$ cat src/rtl/wur_pkg.sv
`default_nettype none

package wur_pkg;

  // magnitude width used by the divider; the ports always carry 96 bits
  localparam int MAG_WIDTH = 96;
  localparam int LOW_WIDTH = 64;
  localparam int HIGH_WIDTH = 32;
  localparam int PORT_WIDTH = LOW_WIDTH + HIGH_WIDTH;
  localparam int CNT_WIDTH = (MAG_WIDTH > 1) ? $clog2(MAG_WIDTH) : 1;

  typedef logic [MAG_WIDTH-1:0] mag_t;
  typedef logic [CNT_WIDTH-1:0] cnt_t;

  typedef enum logic [1:0] {
    ST_IDLE = 2'b01,
    ST_RUN  = 2'b10
  } state_t;

endpackage

`default_nettype wire

$ cat src/rtl/wide_unsigned_remainder_top.sv
`default_nettype none

// channel   | ports                                   | handshake
// ----------+-----------------------------------------+------------------------------
// input     | in_dividend_*, in_divisor_*             | transfer when start & !busy
// result    | out_remainder_*, out_divide_by_zero     | one-cycle strobe on out_valid
//
// one shared compare-subtract unit handles one remainder bit per cycle: a transfer with
// a nonzero divisor keeps busy high until every bit is done, and the result strobes in
// the cycle after, when busy is low again, so a new transfer can be taken in that same cycle.
// a zero divisor gives its result in the cycle after the transfer, busy stays low.
// rst_n is synchronous; it clears the sequencer and the strobe only.
// the receiver cannot stall: each result is shown for exactly one cycle.

module wide_unsigned_remainder_top (
  input  wire logic                          clk,
  input  wire logic                          rst_n,
  input  wire logic                          start,
  output logic                               busy,
  input  wire logic [wur_pkg::LOW_WIDTH-1:0]  in_dividend_low,
  input  wire logic [wur_pkg::HIGH_WIDTH-1:0] in_dividend_high,
  input  wire logic                          in_dividend_negative,
  input  wire logic [wur_pkg::LOW_WIDTH-1:0]  in_divisor_low,
  input  wire logic [wur_pkg::HIGH_WIDTH-1:0] in_divisor_high,
  output logic                               out_valid,
  output logic [wur_pkg::LOW_WIDTH-1:0]       out_remainder_low,
  output logic [wur_pkg::HIGH_WIDTH-1:0]      out_remainder_high,
  output logic                               out_remainder_negative,
  output logic                               out_divide_by_zero
);

  wur_pkg::state_t state_r, state_nxt;
  wur_pkg::cnt_t   cnt_r, cnt_nxt;
  wur_pkg::mag_t   num_r, num_nxt;
  wur_pkg::mag_t   den_r, den_nxt;
  wur_pkg::mag_t   rem_r, rem_nxt;
  logic            neg_r, neg_nxt;

  logic                              out_valid_r, out_valid_nxt;
  logic [wur_pkg::PORT_WIDTH-1:0]    out_rem_r, out_rem_nxt;
  logic                              out_neg_r, out_neg_nxt;
  logic                              out_dbz_r, out_dbz_nxt;

  wur_pkg::mag_t                     in_num;
  wur_pkg::mag_t                     in_den;
  logic                              accept;
  logic [wur_pkg::MAG_WIDTH:0]       shifted;
  logic [wur_pkg::MAG_WIDTH:0]       diff;
  wur_pkg::mag_t                     step_rem;

  // size casts drop or zero-fill bits beyond the magnitude width
  assign in_num = wur_pkg::MAG_WIDTH'({in_dividend_high, in_dividend_low});
  assign in_den = wur_pkg::MAG_WIDTH'({in_divisor_high, in_divisor_low});
  assign accept = start && (state_r == wur_pkg::ST_IDLE);

  // shared unit: shift in the next dividend bit, trial subtract, keep if no borrow
  assign shifted  = {rem_r, num_r[wur_pkg::MAG_WIDTH-1]};
  assign diff     = shifted - {1'b0, den_r};
  assign step_rem = diff[wur_pkg::MAG_WIDTH] ? shifted[wur_pkg::MAG_WIDTH-1:0]
                                             : diff[wur_pkg::MAG_WIDTH-1:0];

  always_comb begin
    state_nxt     = state_r;
    cnt_nxt       = cnt_r;
    num_nxt       = num_r;
    den_nxt       = den_r;
    rem_nxt       = rem_r;
    neg_nxt       = neg_r;
    out_valid_nxt = 1'b0;
    out_rem_nxt   = out_rem_r;
    out_neg_nxt   = out_neg_r;
    out_dbz_nxt   = out_dbz_r;
    case (state_r)
      wur_pkg::ST_IDLE: begin
        if (accept) begin
          if (in_den == '0) begin
            out_valid_nxt = 1'b1;
            out_rem_nxt   = '0;
            out_neg_nxt   = 1'b0;
            out_dbz_nxt   = 1'b1;
          end else begin
            state_nxt = wur_pkg::ST_RUN;
            cnt_nxt   = wur_pkg::CNT_WIDTH'(wur_pkg::MAG_WIDTH - 1);
            num_nxt   = in_num;
            den_nxt   = in_den;
            rem_nxt   = '0;
            neg_nxt   = in_dividend_negative;
          end
        end
      end
      wur_pkg::ST_RUN: begin
        rem_nxt = step_rem;
        num_nxt = num_r << 1;
        cnt_nxt = cnt_r - 1'b1;
        if (cnt_r == '0) begin
          state_nxt     = wur_pkg::ST_IDLE;
          out_valid_nxt = 1'b1;
          out_rem_nxt   = wur_pkg::PORT_WIDTH'(step_rem);
          out_neg_nxt   = neg_r;
          out_dbz_nxt   = 1'b0;
        end
      end
      default: begin
        state_nxt = wur_pkg::ST_IDLE;
      end
    endcase
  end

  always_ff @(posedge clk) begin
    if (!rst_n) begin
      state_r     <= wur_pkg::ST_IDLE;
      out_valid_r <= 1'b0;
    end else begin
      state_r     <= state_nxt;
      out_valid_r <= out_valid_nxt;
    end
  end

  always_ff @(posedge clk) begin
    cnt_r     <= cnt_nxt;
    num_r     <= num_nxt;
    den_r     <= den_nxt;
    rem_r     <= rem_nxt;
    neg_r     <= neg_nxt;
    out_rem_r <= out_rem_nxt;
    out_neg_r <= out_neg_nxt;
    out_dbz_r <= out_dbz_nxt;
  end

  assign busy                   = (state_r != wur_pkg::ST_IDLE);
  assign out_valid              = out_valid_r;
  assign out_remainder_low      = out_rem_r[wur_pkg::LOW_WIDTH-1:0];
  assign out_remainder_high     = out_rem_r[wur_pkg::PORT_WIDTH-1:wur_pkg::LOW_WIDTH];
  assign out_remainder_negative = out_neg_r;
  assign out_divide_by_zero     = out_dbz_r;

  // a zero divisor answers in the next cycle without going busy
  a_zero_div_fast: assert property (@(posedge clk) disable iff (!rst_n)
    (start && !busy && in_den == '0) |=> (out_valid && out_divide_by_zero && !busy))
    else $error("zero divisor result missing");

  // a nonzero divisor starts the iteration
  a_run_starts: assert property (@(posedge clk) disable iff (!rst_n)
    (start && !busy && in_den != '0) |=>
      (busy && cnt_r == wur_pkg::CNT_WIDTH'(wur_pkg::MAG_WIDTH - 1)))
    else $error("iteration did not start");

  // last step hands over the result
  a_last_step: assert property (@(posedge clk) disable iff (!rst_n)
    (busy && cnt_r == '0) |=> (out_valid && !busy && !out_divide_by_zero))
    else $error("result not strobed after last step");

  // a divide-by-zero result carries a clean zero
  a_dbz_zero: assert property (@(posedge clk) disable iff (!rst_n)
    (out_valid && out_divide_by_zero) |->
      (out_remainder_low == '0 && out_remainder_high == '0 && !out_remainder_negative))
    else $error("divide-by-zero result not zero");

endmodule

`default_nettype wire

$ cat config.mk
export PLATFORM = sky130hd
export DESIGN_NAME = wide_unsigned_remainder_top
export DESIGN_NICKNAME = d
export VERILOG_FILES = /design/src/rtl/wur_pkg.sv /design/src/rtl/wide_unsigned_remainder_top.sv
export SDC_FILE = /design/constraint.sdc
export NUM_CORES = 1
export LEC_CHECK = 0
export BUFFER_PORTS_ARGS = -buffer_cell sky130_fd_sc_hd__buf_2
export CAP_MARGIN = 20
export CORE_MARGIN = 2
export CORE_UTILIZATION = 55
export DETAILED_ROUTE_END_ITERATION = 7
export PLACE_DENSITY = 0.78
export SKIP_LAST_GASP = 1
export SLEW_MARGIN = 15
export SYNTH_ARGS = -nofsm -noshare
export SYNTH_HDL_FRONTEND = slang
export SYNTH_SLANG_ARGS = --single-unit
$ cat constraint.sdc
create_clock -name clk -period 28.8 [get_ports clk]
set_input_delay 1.44 -clock clk [delete_from_list [all_inputs] [get_ports clk]]
set_output_delay 1.44 -clock clk [all_outputs]
set_load 0.02 [all_outputs]
Word level (Yosys, flattened, before mapping) --
Cells that the tools add are included.
Operators by class: $mul 0, muxes and demuxes 30, add/sub/neg operators 2, reductions and logical operators 8, div/mod/pow operators 0, equal/unequal tests 7, $lt $le $gt $ge 0, bitwise gates (word level) 1, shifts and indexed selects 0
Operator list (number):
- $mux 96 | 8
- $pmux 96 s2 | 3
- $sub 97x96->97 | 1
- $logic_not 96->1 | 1
- $mux 7 | 2
- $pmux 7 s2 | 1
- $mux 1 | 9
- $reduce_and 3->1 | 3
- $logic_not 7->1 | 1
- $sub 7x1->7 const B | 1
- $mux 2 | 3
- $ne 2x2->1 const B | 3
- $pmux 1 s2 | 3
- $ne 2x1->1 const B | 2
- $pmux 2 s2 | 1
- $reduce_and 4->1 | 1
- $eq 2x1->1 const B | 1
- $eq 2x2->1 const B | 1
- $reduce_bool 2->1 | 1
- $logic_and 1x1->1 | 1
- $not 1->1 | 1
Storage, ports and cells: register bits 397, memory bits (writable) 0, logic and storage cells 58, bits of input ports 196, memories kept 0, bits in latches 0, memory bits (read-only) 0, output and inout port bits 100

Depth between registers and ports, before layout --
depth after elaboration 4, depth in mapped cells 16, gate-level depth less buffers 14

Worst setup path before layout --
OpenSTA, ideal clock, no wires.
path type input -> register, start point input in_divisor_low[56] (netlist bit), end point register out_dbz_r, in the netlist out_divide_by_zero (enable), setup time 704 ps, data required time 28096 ps, setup slack 18697 ps, path buffers 0, cell stages on the path 5, arrival 9399 ps, cell sequence nor4_1 > nand4_1 > nor4_1 > nand4_1 > a21boi_0
Between the ends: longest elaborated chain between the ends 3
Ends and longest elaborated chain:
- start, declared | RTL line wide_unsigned_remainder_top.sv:23 | input wire logic [wur_pkg::LOW_WIDTH-1:0] in_divisor_low,
- $logic_not 96->1 | RTL line wide_unsigned_remainder_top.sv:76 | if (in_den == '0) begin
- $ne 2x1->1 (no source line)
- $reduce_and 4->1 (no source line)
- end signal, assigned | RTL line wide_unsigned_remainder_top.sv:127 | out_dbz_r <= out_dbz_nxt;
- end, declared | RTL line wide_unsigned_remainder_top.sv:42 | logic out_dbz_r, out_dbz_nxt;
Every way passes these cells. A chain may end at the register's enable or synchronous reset.

Worst setup path after layout --
start point input in_divisor_low[1] (netlist bit), end point register rem_r[61] (enable)
Between the ends: longest elaborated chain between the ends 3
Ends and longest elaborated chain:
- $logic_not 96->1 | RTL line wide_unsigned_remainder_top.sv:76
- $ne 2x2->1 (no source line)
- $reduce_and 3->1 (no source line)
- end signal, assigned | RTL line wide_unsigned_remainder_top.sv:123 | rem_r <= rem_nxt;
- end, declared | RTL line wide_unsigned_remainder_top.sv:36 | wur_pkg::mag_t rem_r, rem_nxt;
Every way passes these cells.

==> flow_metrics.tcl <==
set metrics [dict create \
    status "finished clean" \
    yosys-top-cells-area "edfxtp_1 55%, ha_1 5.8%, mux2_2 5.0%, mux2i_1 3.4%, a21oi_1 3.2%" \
    clk-insertion-delay-late_ns 0.57 \
    clock_sinks 397 \
    place.gp.congestion 0.9163 \
    htree_levels 2 \
    fin_crit_sh 0.1927 \
    die_w_um 202.5 \
    final_common_cell "edfxtp_1" \
    leakage_nw 9.820 \
    hold_viol_final 0 \
    arrival_ns 5.74 \
    yosysTopAreaCellShare 0.5457 \
    ant_nets 0 \
    synth_top_family_by_area "compound AO/OA/AOI/OAI gates" \
    cts_buffers 41 \
    instances_no_fill 2694 \
    dr.pass1.iters 5 \
    r2r_cells 14 \
    die_h_um 202.5 \
    avgRoutedWirePerCell_um 21.43 \
    synthSimpleGateAreaFrac 0.1036 \
    dieArea_um2 41020 \
    tns_ns 0 \
    fin_skew_ns 0.02203 \
    synth_xor_area_frac 0.03676 \
    synth-edff-count 394 \
    async_reset_ff_frac 0 \
    grt_remaining_overflow 0 \
    synth_warnings 0 \
    root_buffer "clkbuf_16" \
    ioPinCount 296 \
    port_buffers 295 \
    r2r_setup_slack_ns 23.65 \
    cp-end-kind "flip-flop" \
    clockBufferDepth 3 \
    tightestPinTransition_ns 1.091 \
    syn_avg_cell_area_um2 11.53 \
    path_class "input pin to flip-flop" \
    hold_class "flip-flop to flip-flop" \
    first_global_vias 15787 \
    clk_pin_slew_ns 0.06 \
    critical_path.max_fanout 84 \
    place_area_um2 23550 \
    postCtsSetupBuffers 0 \
    start_util 0.5597 \
    r2r-end "rem_r[82]" \
    layout_min_cycle_time_ns 5.550 \
    track_usage 0.2778 \
    crit_start "in_divisor_low[1]" \
    first_iter_violations 1295 \
    vias 16016 \
    slew_violations 0 \
    post_cts_resized 0 \
    cts_hold_buf 0 \
    place_inst 2618 \
    synth-compound-area-share 0.1261 \
    syn-instance-count 1881 \
    synth_nets 2178 \
    ys_seq_area_frac 0.5485 \
    ys_ff_latch 397 \
    final_cell_mix "394 x edfxtp_1, 296 x buf_2, 148 x nor2_1, 140 x inv_1, 139 x a21oi_1" \
    synth_cell_types 80 \
    drc 0 \
    multi_input_area_um2 8925 \
    antenna_found_initial 5 \
    synthesis.area_um2 21680 \
    hpwl_um 42600 \
    cp.required_ns 28.99 \
    grt_max_degree 85 \
    slew-limit-headroom 0.2717 \
    peakVddDrop_mv 0.04737 \
    rsz0062_at_grt "false" \
    area_growth_pct 15.11 \
    regArea_um2 11890 \
    synthAdderAreaFrac 0.05863 \
    cts_tree "yes" \
    finalWirelength_um 57740 \
    final-setup-viol-count 0 \
    stdcell_area_um2 24960 \
    grt_pass1_wl_um 87860 \
    power.density_nw_per_um2 63.54 \
    max_cap_violations 0 \
    synth_mux_area_frac 0.08455 \
    fmax_ghz 0.1802 \
    endpoint "rem_r[61]" \
    vias_per_cell 5.945 \
    fill_cells 3057 \
    finalPower_mw 1.586 \
    start_kind "input pin" \
    final_net_count 2442 \
    rows 72 \
    yosys.area.top_type "edfxtp_1" \
    ys.flop_type "edfxtp_1" \
    layout-drive-gt1-share 0.2217 \
    coreArea_um2 38740 \
    rr_startpoint "den_r[83]" \
]
-- layer usage --
| metal | global-route usage | vias up | wire, µm |
|---|---|---|---|
| li1 | - | 7541 | - |
| met1 | 0.3726 | 7768 | 24710 |
| met2 | 0.4379 | 579 | 26570 |
| met3 | 0.06404 | 122 | 4154 |
| met4 | 0.1144 | 6 | 2272 |
| met5 | 0 | - | 32 |
-- worst max-delay path, stage by stage --
cell and delay, ns:
buf_2 0.11, nor4_1 0.82, buf_4 0.28, nand4_1 0.23, nor4_1 0.55, nand2_1 0.15, and3_4 0.45, nand2b_4 0.56
buf_4 0.54, buf_6 0.43
-- through the flow --
stage               utilization  setup WS (ns)  hold slack, ns
detailed placement       0.6078          22.44          0.5105
finish                   0.6443          23.25          0.5393
global route             0.6441          22.99          0.5555
CTS                      0.6432          23.04          0.5313
global placement         0.6078          22.59          0.4989
floorplan                     -          18.70          0.4603
-- worst min path at each step --
stage               start    endpoint  slack (ns)  cells after the start
5_1_grt        state_r[0]  state_r[0]        0.56                      2
3_5_place_dp   state_r[0]  state_r[0]        0.51                      2
4_1_cts        state_r[0]  state_r[0]        0.53                      2
2_1_floorplan  state_r[1]  state_r[1]        0.46                      2
3_3_place_gp   state_r[1]  state_r[1]        0.50                      2
6_report       state_r[0]  state_r[0]        0.54                      2
-- power by group --
| group | total (mW) | switching, mW | internal, mW |
|---|---|---|---|
| combinational | 0.337 | 0.208 | 0.128 |
| sequential | 0.698 | 0.0163 | 0.682 |
| clock | 0.551 | 0.223 | 0.328 |
| total | 1.59 | 0.447 | 1.14 |
-- layout make-up --
cell class / count / share of cell area
tap: 518 / 0.02597
antenna: 2 / 0.0002005
sequential: 397 / 0.4765
multi-input combinational: 1257 / 0.3576
timing repair buffer: 307 / 0.06362
clock inverter: 22 / 0.01203
inverter: 141 / 0.02121
clock buffer: 50 / 0.04287
-- registers in the layout, indices dropped and copies added, names as in the netlist --
name                    count
den_r                      96
num_r                      96
out_rem_r                  96
rem_r                      96
cnt_r                       7
state_r                     2
neg_r                       1
out_divide_by_zero          1
out_remainder_negative      1
out_valid                   1
-- synthesized netlist by cell type (27+ instances only) --
master    number
o21ai_0       80
nand2_1      117
mux2_2        96
edfxtp_1     394
nor2_1       148
a21oi_1      139
inv_1        140
nor4_1        27
nand4_1       52
clkbuf_1      62
a21o_1        48
o21bai_1      33
mux2i_1       74
xor2_1        37
nor3_1        32
xnor2_1       54
ha_1         100
-- cells by family after synthesis --
kind of cell    Yosys count
fa+ha+maj               101
compound gates          427
xor+xnor                 91
mux                     171
simple gates            467
buf+inv                 227
flops                   397
Note: power is estimated with default switching activity, not from simulation.
